$ cat src/hw/rtl/bfbp_pkg.sv
// bfbp_pkg: shared widths, codes, controller states and the
// command/status structs that join the controller and the datapath
// no dependencies
package bfbp_pkg;

  // payload widths
  localparam int SIZE_W   = 31;
  localparam int HANDLE_W = 32;
  localparam int ENTRY_W  = HANDLE_W + SIZE_W;
  localparam int LIMIT_W  = 5;

  // defaults
  localparam int                POOL_DEPTH_DEFAULT = 16;
  localparam logic [LIMIT_W-1:0] LIMIT_RESET       = 5'd16;

  // request kinds
  localparam logic KIND_ALLOC   = 1'b0;
  localparam logic KIND_RELEASE = 1'b1;

  typedef enum logic [2:0] {
    ST_IDLE,
    ST_DISPATCH,
    ST_SCAN,
    ST_DRAIN,
    ST_CHECK,
    ST_MOVE,
    ST_OUT
  } bfbp_state_t;

  // controller to datapath
  typedef struct packed {
    logic in_ready;
    logic load_item;
    logic rel_write;
    logic rel_drop;
    logic scan_rd;
    logic last_rd;
    logic move_write;
    logic load_out;
  } bfbp_cmd_t;

  // datapath to controller
  typedef struct packed {
    logic is_release;
    logic count_zero;
    logic can_append;
    logic scan_last;
    logic hit;
    logic out_free;
  } bfbp_status_t;

endpackage

$ cat src/hw/rtl/bfbp_ctrl.sv
// bfbp_ctrl: sequencing state machine for release, best-fit scan and
// swap-remove; depends on bfbp_pkg
module bfbp_ctrl (
  input  logic                  clk,
  input  logic                  rst,
  input  logic                  in_valid,
  input  bfbp_pkg::bfbp_status_t sts,
  output bfbp_pkg::bfbp_cmd_t    cmd
);

  bfbp_pkg::bfbp_state_t state;
  bfbp_pkg::bfbp_state_t state_next;

  // state register
  always_ff @(posedge clk) begin
    if (rst) begin
      state <= bfbp_pkg::ST_IDLE;
    end else begin
      state <= state_next;
    end
  end

  // next state
  always_comb begin
    state_next = state;
    case (state)
      bfbp_pkg::ST_IDLE: begin
        if (in_valid) state_next = bfbp_pkg::ST_DISPATCH;
      end
      bfbp_pkg::ST_DISPATCH: begin
        if (sts.is_release || sts.count_zero) state_next = bfbp_pkg::ST_OUT;
        else state_next = bfbp_pkg::ST_SCAN;
      end
      bfbp_pkg::ST_SCAN: begin
        if (sts.scan_last) state_next = bfbp_pkg::ST_DRAIN;
      end
      bfbp_pkg::ST_DRAIN: begin
        state_next = bfbp_pkg::ST_CHECK;
      end
      bfbp_pkg::ST_CHECK: begin
        if (sts.hit) state_next = bfbp_pkg::ST_MOVE;
        else state_next = bfbp_pkg::ST_OUT;
      end
      bfbp_pkg::ST_MOVE: begin
        state_next = bfbp_pkg::ST_OUT;
      end
      bfbp_pkg::ST_OUT: begin
        if (sts.out_free) state_next = bfbp_pkg::ST_IDLE;
      end
      default: begin
        state_next = bfbp_pkg::ST_IDLE;
      end
    endcase
  end

  // command outputs
  always_comb begin
    cmd = '0;
    case (state)
      bfbp_pkg::ST_IDLE: begin
        cmd.in_ready  = 1'b1;
        cmd.load_item = in_valid;
      end
      bfbp_pkg::ST_DISPATCH: begin
        cmd.rel_write = sts.is_release && sts.can_append;
        cmd.rel_drop  = sts.is_release && !sts.can_append;
      end
      bfbp_pkg::ST_SCAN: begin
        cmd.scan_rd = 1'b1;
      end
      bfbp_pkg::ST_CHECK: begin
        cmd.last_rd = sts.hit;
      end
      bfbp_pkg::ST_MOVE: begin
        cmd.move_write = 1'b1;
      end
      bfbp_pkg::ST_OUT: begin
        cmd.load_out = sts.out_free;
      end
      default: begin
        cmd = '0;
      end
    endcase
  end

endmodule

$ cat src/hw/rtl/bfbp_dp.sv
// bfbp_dp: pool memory, entry count, scan counter, best-fit compare
// and the result register; depends on bfbp_pkg
module bfbp_dp #(
  parameter int POOL_DEPTH = bfbp_pkg::POOL_DEPTH_DEFAULT
) (
  input  logic                             clk,
  input  logic                             rst,
  input  logic                             cfg_we,
  input  logic [bfbp_pkg::LIMIT_W-1:0]     cfg_wdata,
  input  logic                             kind,
  input  logic [bfbp_pkg::SIZE_W-1:0]      block_size,
  input  logic [bfbp_pkg::HANDLE_W-1:0]    release_handle,
  input  logic                             out_ready,
  output logic                             out_valid,
  output logic                             found,
  output logic [bfbp_pkg::HANDLE_W-1:0]    granted_handle,
  output logic [bfbp_pkg::SIZE_W-1:0]      granted_size,
  output logic                             dropped,
  input  bfbp_pkg::bfbp_cmd_t               cmd,
  output bfbp_pkg::bfbp_status_t            sts
);

  localparam int IDX_W = (POOL_DEPTH > 1) ? $clog2(POOL_DEPTH) : 1;
  localparam int CNT_W = $clog2(POOL_DEPTH + 1);
  localparam int CMP_W = (CNT_W > bfbp_pkg::LIMIT_W) ? CNT_W : bfbp_pkg::LIMIT_W;
  localparam int SW    = bfbp_pkg::SIZE_W;
  localparam int HW    = bfbp_pkg::HANDLE_W;

  logic [bfbp_pkg::ENTRY_W-1:0] pool_mem [POOL_DEPTH];
  logic [bfbp_pkg::ENTRY_W-1:0] rd_data;
  logic [bfbp_pkg::ENTRY_W-1:0] wr_data;
  logic [IDX_W-1:0]             rd_addr;
  logic [IDX_W-1:0]             wr_addr;
  logic                         wr_en;

  logic [bfbp_pkg::LIMIT_W-1:0] pool_limit;
  logic [CNT_W-1:0]             entry_count;
  logic [CNT_W-1:0]             count_m1;
  logic [IDX_W-1:0]             scan_idx;
  logic [IDX_W-1:0]             cmp_idx;
  logic                         cmp_valid;

  logic                         req_kind;
  logic [SW-1:0]                req_size;
  logic [HW-1:0]                req_handle;

  logic                         hit;
  logic                         drop_flag;
  logic [IDX_W-1:0]             best_idx;
  logic [SW-1:0]                best_size;
  logic [HW-1:0]                best_handle;

  logic [SW-1:0]                rd_size;
  logic [HW-1:0]                rd_handle;
  logic                         better;

  assign count_m1  = entry_count - CNT_W'(1);
  assign rd_size   = rd_data[SW-1:0];
  assign rd_handle = rd_data[bfbp_pkg::ENTRY_W-1:SW];

  // configuration register
  always_ff @(posedge clk) begin
    if (rst) begin
      pool_limit <= bfbp_pkg::LIMIT_RESET;
    end else if (cfg_we) begin
      pool_limit <= cfg_wdata;
    end
  end

  // request capture
  always_ff @(posedge clk) begin
    if (cmd.load_item) begin
      req_kind   <= kind;
      req_size   <= block_size;
      req_handle <= release_handle;
    end
  end

  // memory address and write data selection
  assign rd_addr = cmd.last_rd ? count_m1[IDX_W-1:0] : scan_idx;
  assign wr_en   = cmd.rel_write || cmd.move_write;
  assign wr_addr = cmd.move_write ? best_idx : entry_count[IDX_W-1:0];
  assign wr_data = cmd.move_write ? rd_data : {req_handle, req_size};

  // pool memory, one write and one registered read port
  always_ff @(posedge clk) begin
    if (wr_en) begin
      pool_mem[wr_addr] <= wr_data;
    end
    if (cmd.scan_rd || cmd.last_rd) begin
      rd_data <= pool_mem[rd_addr];
    end
  end

  // entry count
  always_ff @(posedge clk) begin
    if (rst) begin
      entry_count <= '0;
    end else if (cmd.rel_write) begin
      entry_count <= entry_count + CNT_W'(1);
    end else if (cmd.move_write) begin
      entry_count <= count_m1;
    end
  end

  // scan counter and compare pipeline
  always_ff @(posedge clk) begin
    if (rst) begin
      cmp_valid <= 1'b0;
    end else begin
      cmp_valid <= cmd.scan_rd;
    end
    if (cmd.load_item) begin
      scan_idx <= '0;
    end else if (cmd.scan_rd) begin
      scan_idx <= scan_idx + IDX_W'(1);
    end
    cmp_idx <= scan_idx;
  end

  // best-fit selection, strict less keeps the lowest slot on a tie
  assign better = cmp_valid && (rd_size >= req_size) && (!hit || rd_size < best_size);

  always_ff @(posedge clk) begin
    if (rst) begin
      hit       <= 1'b0;
      drop_flag <= 1'b0;
    end else if (cmd.load_item) begin
      hit       <= 1'b0;
      drop_flag <= 1'b0;
    end else begin
      if (better) hit <= 1'b1;
      if (cmd.rel_drop) drop_flag <= 1'b1;
    end
    if (better) begin
      best_idx    <= cmp_idx;
      best_size   <= rd_size;
      best_handle <= rd_handle;
    end
  end

  // result register
  always_ff @(posedge clk) begin
    if (rst) begin
      out_valid <= 1'b0;
    end else if (cmd.load_out) begin
      out_valid <= 1'b1;
    end else if (out_ready) begin
      out_valid <= 1'b0;
    end
    if (cmd.load_out) begin
      found          <= hit;
      granted_handle <= hit ? best_handle : '0;
      granted_size   <= (req_kind == bfbp_pkg::KIND_RELEASE) ? '0 :
                        (hit ? best_size : req_size);
      dropped        <= drop_flag;
    end
  end

  // status to the controller
  always_comb begin
    sts.is_release = (req_kind == bfbp_pkg::KIND_RELEASE);
    sts.count_zero = (entry_count == '0);
    sts.can_append = (CMP_W'(entry_count) < CMP_W'(pool_limit)) &&
                     (entry_count < CNT_W'(POOL_DEPTH));
    sts.scan_last  = (CNT_W'(scan_idx) == count_m1);
    sts.hit        = hit;
    sts.out_free   = !out_valid || out_ready;
  end

endmodule

$ cat src/hw/rtl/best_fit_block_pool_unit.sv
// best_fit_block_pool_unit: top level, controller plus datapath
// depends on bfbp_pkg, bfbp_ctrl, bfbp_dp
//
// Pool of released blocks with best-fit reuse. Each item is a release
// (append handle and size, or report dropped when the pool is at its limit
// or full) or an allocate (smallest pooled block with size at least the
// request, lowest slot on a tie, then swap-remove with the last entry). One
// item is in work at a time. A release or an allocate on an empty pool is
// dispatched and then loads its result once the result register is free.
// An allocate on a non-empty pool is dispatched, steps the single read port
// of the pool memory through every entry, drains the compare, checks the
// hit and reads the last entry, writes it into the freed slot (hit only)
// and loads the result in the same way. The controller is back in idle in
// the cycle after the result loads, so a new item can follow at once. The
// result register lets the next request transfer while a result waits.
// pool_limit is written through cfg_we/cfg_wdata; the user keeps such writes
// to idle, the block itself does not enforce it. The memory needs no
// clearing after reset.
module best_fit_block_pool_unit #(
  parameter int POOL_DEPTH = bfbp_pkg::POOL_DEPTH_DEFAULT
) (
  input  logic                          clk,
  input  logic                          rst,
  input  logic                          cfg_we,
  input  logic [bfbp_pkg::LIMIT_W-1:0]  cfg_wdata,
  input  logic                          in_valid,
  output logic                          in_ready,
  input  logic                          kind,
  input  logic [bfbp_pkg::SIZE_W-1:0]   block_size,
  input  logic [bfbp_pkg::HANDLE_W-1:0] release_handle,
  output logic                          out_valid,
  input  logic                          out_ready,
  output logic                          found,
  output logic [bfbp_pkg::HANDLE_W-1:0] granted_handle,
  output logic [bfbp_pkg::SIZE_W-1:0]   granted_size,
  output logic                          dropped
);

  bfbp_pkg::bfbp_cmd_t    cmd;
  bfbp_pkg::bfbp_status_t sts;

  assign in_ready = cmd.in_ready;

  // sequencer
  bfbp_ctrl u_ctrl (
    .clk      (clk),
    .rst      (rst),
    .in_valid (in_valid),
    .sts      (sts),
    .cmd      (cmd)
  );

  // pool storage and compare
  bfbp_dp #(
    .POOL_DEPTH (POOL_DEPTH)
  ) u_dp (
    .clk            (clk),
    .rst            (rst),
    .cfg_we         (cfg_we),
    .cfg_wdata      (cfg_wdata),
    .kind           (kind),
    .block_size     (block_size),
    .release_handle (release_handle),
    .out_ready      (out_ready),
    .out_valid      (out_valid),
    .found          (found),
    .granted_handle (granted_handle),
    .granted_size   (granted_size),
    .dropped        (dropped),
    .cmd            (cmd),
    .sts            (sts)
  );

endmodule

$ cat config.mk
export PLATFORM = sky130hd
export DESIGN_NAME = best_fit_block_pool_unit
export DESIGN_NICKNAME = d
export VERILOG_FILES = /design/src/hw/rtl/bfbp_pkg.sv /design/src/hw/rtl/bfbp_ctrl.sv /design/src/hw/rtl/bfbp_dp.sv /design/src/hw/rtl/best_fit_block_pool_unit.sv
export SDC_FILE = /design/constraint.sdc
export NUM_CORES = 2
export LEC_CHECK = 0
export CAP_MARGIN = 20
export CORE_MARGIN = 3
export CORE_UTILIZATION = 35
export DETAILED_ROUTE_END_ITERATION = 7
export DONT_BUFFER_PORTS = 1
export PLACE_DENSITY = 0.58
export REMOVE_ABC_BUFFERS = 1
export SYNTH_ARGS = -nofsm -noshare
export SYNTH_HDL_FRONTEND = slang
export SYNTH_HIERARCHICAL = 1
export SYNTH_SLANG_ARGS = --single-unit
$ cat constraint.sdc
create_clock -name clk -period 8.7 [get_ports clk]
set_input_delay 0.435 -clock clk [delete_from_list [all_inputs] [get_ports clk]]
set_output_delay 0.435 -clock clk [all_outputs]
set_load 0.01 [all_outputs]
# Word level (Yosys, flattened, before mapping)
# Memory sizes are Yosys's and may differ from the RTL's. A register that Yosys moved wholly into a read port is not among the register bits.
# Index checks and enable logic that the tools add are counted.
[classes] addsub=3 mul=0 n_div=0 order_cmp=4 eq_ne=10 n_shift=0 n_mux=22 bitwise_logic=0 n_reduce_logical=19
[op_table] op="63-bit two-way mux" count=1
[op_table] op="31-bit >= comparator" count=1
[op_table] op="31-bit less-than comparator" count=1
[op_table] op="31-bit two-way mux" count=1
[op_table] op="3-bit case mux with 7 select lines" count=1
[op_table] op="3-bit two-way mux" count=4
[op_table] op="5-bit two-way mux" count=2
[op_table] op="3-bit equality test, second input constant" count=3
[op_table] op="1-bit two-way mux" count=8
[op_table] op="4-bit two-way mux" count=2
[op_table] op="3-bit by 2-bit equality test with 1-bit output, second input constant" count=2
[op_table] op="2-bit two-way mux" count=3
[op_table] op="5-bit by 1-bit adder with 5-bit output, second input constant" count=1
[op_table] op="4-bit by 5-bit equality test with 1-bit output" count=1
[op_table] op="1-bit logical AND" count=5
[op_table] op="5-bit logical NOT" count=1
[op_table] op="1-bit logical OR" count=5
[op_table] op="5-bit less-than comparator" count=1
[op_table] op="5-bit less-than comparator, second input constant" count=1
[op_table] op="5-bit by 1-bit subtractor with 5-bit output, second input constant" count=1
[op_table] op="4-bit by 1-bit adder with 4-bit output, second input constant" count=1
[op_table] op="2-bit inequality test, second input constant" count=2
[op_table] op="2-bit nonzero test" count=2
[op_table] op="3-bit by 1-bit equality test with 1-bit output, second input constant" count=1
[op_table] op="other kinds (5)" count=7
[word_totals] regBits=221 latch_bits=0 mem_bits_rw=1008 rom_bits=0 in_bits=74 output_inout_bits=67 word_cells=78 mem_count=1
[mem_list] name="u_dp.pool_mem" depth=16 width=63 rd=1 rd_ports_with_merged_regs=1 write_ports=1 line_no="bfbp_dp.sv:29" text="logic [bfbp_pkg::ENTRY_W-1:0] pool_mem [POOL_DEPTH];"

# Depth between registers and ports, before layout
[logic_depth] depth_word=8 depth_mapped=14 ltp_nobuf=13

# By module
# The synthesis kept the hierarchy.
[by_module_without_submodules] mod="bfbp_dp" n_inst=1 cells_each=2441 area_each_um2=50322.0 seq_area_each_um2=38486.9
[by_module_without_submodules] mod="bfbp_ctrl" n_inst=1 cells_each=29 area_each_um2=217.7 seq_area_each_um2=60.1

# Worst setup path after synthesis
# Ideal clock, no wire load.
[synth_timing] kind="reg2reg" from="reg u_dp/rd_data[30] (netlist name) (read register of u_dp.pool_mem)" to="reg u_dp.best_handle[0] (enable)" setup_time_ns=0.575 arrival_time_ns=6.227 t_required_ns=8.125 setup_slack_ns=1.898 stages_incl_launch_ff=8 n_path_buf=0 period_less_slack_ns=6.802 cell_sequence="edfxtp_1 > ha_1 > nand3_1 > nor4_1 > nand2_1 > a311oi_1 > o31ai_1 > nor3_1"
[synth_between] elab_chain_cells=3 word_cells_on_any_way=5 classes_between="2 x order compare; 3 x reduce/logical"
[synth_lines] item="start: declaration" line_no="bfbp_dp.sv:30" text="logic [bfbp_pkg::ENTRY_W-1:0] rd_data;"
[synth_lines] item="31-bit >= comparator / 31-bit less-than comparator (equally long branches)" line_no="bfbp_dp.sv:122" text="assign better = cmp_valid && (rd_size >= req_size) && (!hit || rd_size < best_size);"
[synth_lines] item="1-bit logical AND / 1-bit logical OR (equally long branches)" line_no="bfbp_dp.sv:122"
[synth_lines] item="1-bit logical AND *" line_no="bfbp_dp.sv:122"
[synth_lines] item="named net u_dp.better" line_no="bfbp_dp.sv:55" text="logic better;"
[synth_lines] item="end signal: assignment" line_no="bfbp_dp.sv:138" text="best_handle <= rd_handle;"
[synth_lines] item="end: declaration" line_no="bfbp_dp.sv:51" text="logic [HW-1:0] best_handle;"
# Mark *: on every way through the listed nets, which the timed path passes. The rest lies on a longest branch.
# A chain may end at the register's enable or synchronous reset.

==> run summary <==
The number of pins with negative max-slew slack in the final report came out at 0. The tools report the number of different library cells in the post-synthesis netlist as 57. The maximum fanout count along the critical path came out at 27.

The via count of the first global-routing pass is 25350. For this design the static power due to leakage is 0.0185 µW. The number of CTS-inserted buffers is 142, and the fraction of power spent switching nets is 25.3%. The count of non-filler cells in the finished layout is 4658, and the standard cell core area is 142000 µm². In the layout the commonest cells are edfxtp_1 (1267), mux4_2 (252), clkbuf_16 (146), mux2i_1 (101), a21oi_1 (91). The worst path in the final design needs a cycle of 4.64 ns, including I/O delays and setup. Setup violations remaining at the end of the flow were counted as 0. STA classifies the critical path endpoint as a flip-flop.

The number of buffer cells added on primary ports came out at 0. The detailed router placed 23985 vias in this run. Yosys mapped a number of flops with a built-in enable equal to 1267.

The average wire length per cell after detail routing is 24.8 µm, and the path depth of the worst reg2reg path is 13. The tools report the die area as 149000 µm². The logs give 0.148 mV for the worst-case vdd ir drop and 12477 for the layout filler cell count.

In this run, flip-flops and latches consume 47.3% of the power. The startpoint of the most critical setup path is u_dp/entry_count[1]. The logs give 0 for the post-cts gate resize count and 0 for the residual antenna-violating net count after detailed routing. The first-pass detailed-route iteration total was 5.

STA puts the critical path data required time at 9.09 ns. Synthesized instance count: 2470. In this run the tightest slew margin relative to its limit is 24.3%. At the worst endpoint, the arrival time is 5.03 ns. The largest clock skew in the final design is 0.0272 ns. In the routed design, unresolved DRC markers number 0. The tree is rooted in a clkbuf_16.

TritonCTS built the clock tree. The logs give 65000 µm for the HPWL reported at the end of detailed placement and 0.774 for the placer's final routability congestion estimate. The number of cells traversed by the worst hold path works out to 1. Global routing consumed, on the met2 layer, 25.2% of the routing resources. Once the floorplan was initialized, standard cells occupied 35.5% of the core. In this run, the combinational gates consume 16.7% of the power.

The logs give 116000 µm for the detailed-route wire length and 2798 for the number of nets in the finished design. For the worst-skew pair, the clock arrives at the later sink with an insertion delay of 0.76 ns. The die is 386 µm tall. The run gives 4311 as the number of cells after detailed placement.

No sink is reached through more buffers than the 3 on the longest clock path. The power per standard cell area is 271 nW/µm², and the number of antenna violations at the first check in global routing is 3. The first global-routing pass estimated 171000 µm of wire. The run finished with clean final reports. The startpoint identified for the worst register-to-register timing path is u_dp/entry_count[1].

The tightest hold path in the finished design has a slack of 0.238 ns. The pin count of the biggest net entering global routing is 148, and the async set-reset flop share out of synthesis is 0%. The fraction of final layout cells with drive strength greater than 1 is 21.7%, and the total routing resource utilization after global routing is 15.6%.

For the floorplan row count, the log shows 138. The width of the die works out to 386 µm. In this run the mean area of a mapped cell was 20.5 µm². Global routing used 3.02% of the available met3 tracks.

Of the available clock period, the critical path in the final layout requires 53.4%. 141 I/O pins were placed. The commonest register cell after synthesis is edfxtp_1.

The layer with the highest usage is met2. In this run, the number of DRC markers left after iteration 0 of detailed routing was 2093. The cell area that synthesis handed to floorplanning was 50500 µm². The H-tree generated during clock tree synthesis spans 4 levels. At the pin with the least slew margin, the transition time is 1.13 ns. Clock-pin slew was measured on the worst setup and hold paths at 0.06 ns. The area added between synthesis and finish works out to 15.6%.

The max-cap violation count is 0, and the timing-limited maximum frequency is 215 MHz. The tightest min-delay check is of the primary input to flip-flop type. The final hold violation count was 0; the residual overflow from global routing was 0.

The switching component of the power was 4010 µW. The internal power of the cells totals 11800 µW. The library cell used most frequently in the layout, excluding fill and tap cells, is edfxtp_1.

Class of the most critical setup path: flip-flop to flip-flop. Yosys printed 6 warnings. The category of the worst setup path launch point is a flip-flop. The clock network burns 36.1% of the power.

The mean number of vias per cell is 5.15. The worst hold path begins at in_valid. The share of the Yosys chip area taken by registers is 76.3%. The number of clock sinks seen by CTS was 1292. Setup repair after global routing left no endpoint under its margin. The number of synthesized register bits works out to 1292.

For met1 alone, demand over resource in global routing was 21.7%.
-- cells by family (layout without fill, tap and decap cells) --
logic type | after synthesis | after routing | share of synthesized area, %
mux | 386 | 386 | 14.0
flops | 1292 | 1292 | 76.3
simple gates | 278 | 278 | 2.81
fa+ha+maj | 69 | 69 | 1.71
buf+inv | 195 | 492 | 2.06
other cells | 0 | 1 | 0
xor+xnor | 12 | 12 | 0.208
compound gates | 238 | 238 | 2.97
-- stage by stage --
step / TNS [ns] / setup slack, ns / utilization (%) / total power, µW / area, µm²
3_3_place_gp: 0 / 3.79 / 37.1 / 10200 / 52800
5_1_grt: 0 / 3.68 / 41.0 / 16500 / 58400
3_5_place_dp: 0 / 3.86 / 37.2 / 10200 / 53000
4_1_cts: 0 / 3.82 / 40.9 / 16000 / 58200
6_report: 0 / 4.06 / 41.0 / 15800 / 58400
2_1_floorplan: -377.25 / -5.99 / - / 10000 / 49800
-- sequential cells by signal (all words and copies together), names as in the netlist, 3 cells and up --
signal,count
u_dp/best_idx,4
u_dp/pool_limit,5
u_dp/granted_handle,32
u_dp/entry_count,5
u_ctrl/state,3
u_dp/best_size,31
u_dp/best_handle,32
u_dp/rd_data,63
u_dp/pool_mem,1008
u_dp/granted_size,31
u_dp/req_size,31
u_dp/scan_idx,4
u_dp/req_handle,32
u_dp/cmp_idx,4
-- synth_stat cells, drive strengths merged (2+ instances only) --
library cell  number  area, µm²
o21a               2       15.0
a21o              11       82.6
mux4             252       5680
xnor2              9       78.8
a221oi             3       26.3
nand2b             6       37.5
a21oi             93        480
or3                2       12.5
a211oi            69        533
edfxtp          1267      38000
dfxtp             25        500
mux2              33        372
clkbuf            39        146
nor2              77        289
nand2             55        209
xor2               3       26.3
a41oi              2       17.5
nand4             10       62.6
buf               83        623
nor2b             68        425
nor4b              3       26.3
nand3              7       35.0
o32a               2       20.0
inv               73        274
o211ai             3       22.5
ha                69        863
and2              33        206
mux2i            101       1010
a31oi              2       12.5
o21ai             42        214
nor4               3       18.8
nand3b             3       22.5
nor3               7       46.3
-- critical path: stages, from the launching register on --
cell	delay [ns]
dfxtp_1	0.52
ha_1	0.30
a21boi_0	0.13
o21a_1	0.19
o21ai_0	0.15
nand2b_1	0.08
a211oi_1	0.29
nor4b_1	0.29
buf_4	0.22
nand2_1	0.10
nor3b_1	0.21
a31oi_1	0.20
nor2_4	1.02
buf_4	0.55
-- repair_timing --
| item | 4_1_cts | 5_1_grt |
|---|---|---|
| buffers inserted | 0 | 0 |
| hold buffers | 77 | 0 |
| hold endpoints to repair | 81 | 0 |
-- final cells by class --
type | count | area, µm² | share of cell area (%)
flip-flops and latches | 1292 | 38600 | 66.0
multi-input cells | 983 | 11100 | 19.1
clock buffers | 177 | 3790 | 6.49
well taps | 1890 | 2360 | 4.05
repair buffers | 163 | 1680 | 2.88
clock inverters | 79 | 628 | 1.08
inverters | 73 | 274 | 0.469
diodes | 1 | 2.50 | 0.00428
-- metal layers --
| metal | vias to the layer above | share of wire, % |
|---|---|---|
| met4 | 2 | 2.0 |
| li1 | 10414 | - |
| met3 | 153 | 5.3 |
| met2 | 662 | 48 |
| met1 | 12754 | 44 |
| met5 | - | 0.015 |
-- power groups by stage --
stage	registers, µW	clock network, µW	logic (µW)
4_1_cts	7480	5880	2660
3_5_place_dp	7610	0	2620
5_1_grt	7500	6150	2880
3_3_place_gp	7610	0	2560
2_1_floorplan	7560	0	2450
6_report	7480	5710	2640
-- worst paths after layout --
path	to	slack [ns]
worst min-delay path	u_dp/req_size[10]	0.24
worst min register to register	u_dp/best_idx[0]	0.41
worst max register to register	u_dp/pool_mem[15][34]	4.06
worst max-delay path	u_dp/pool_mem[15][34]	4.06
Note: power is estimated with default switching activity, not from simulation.
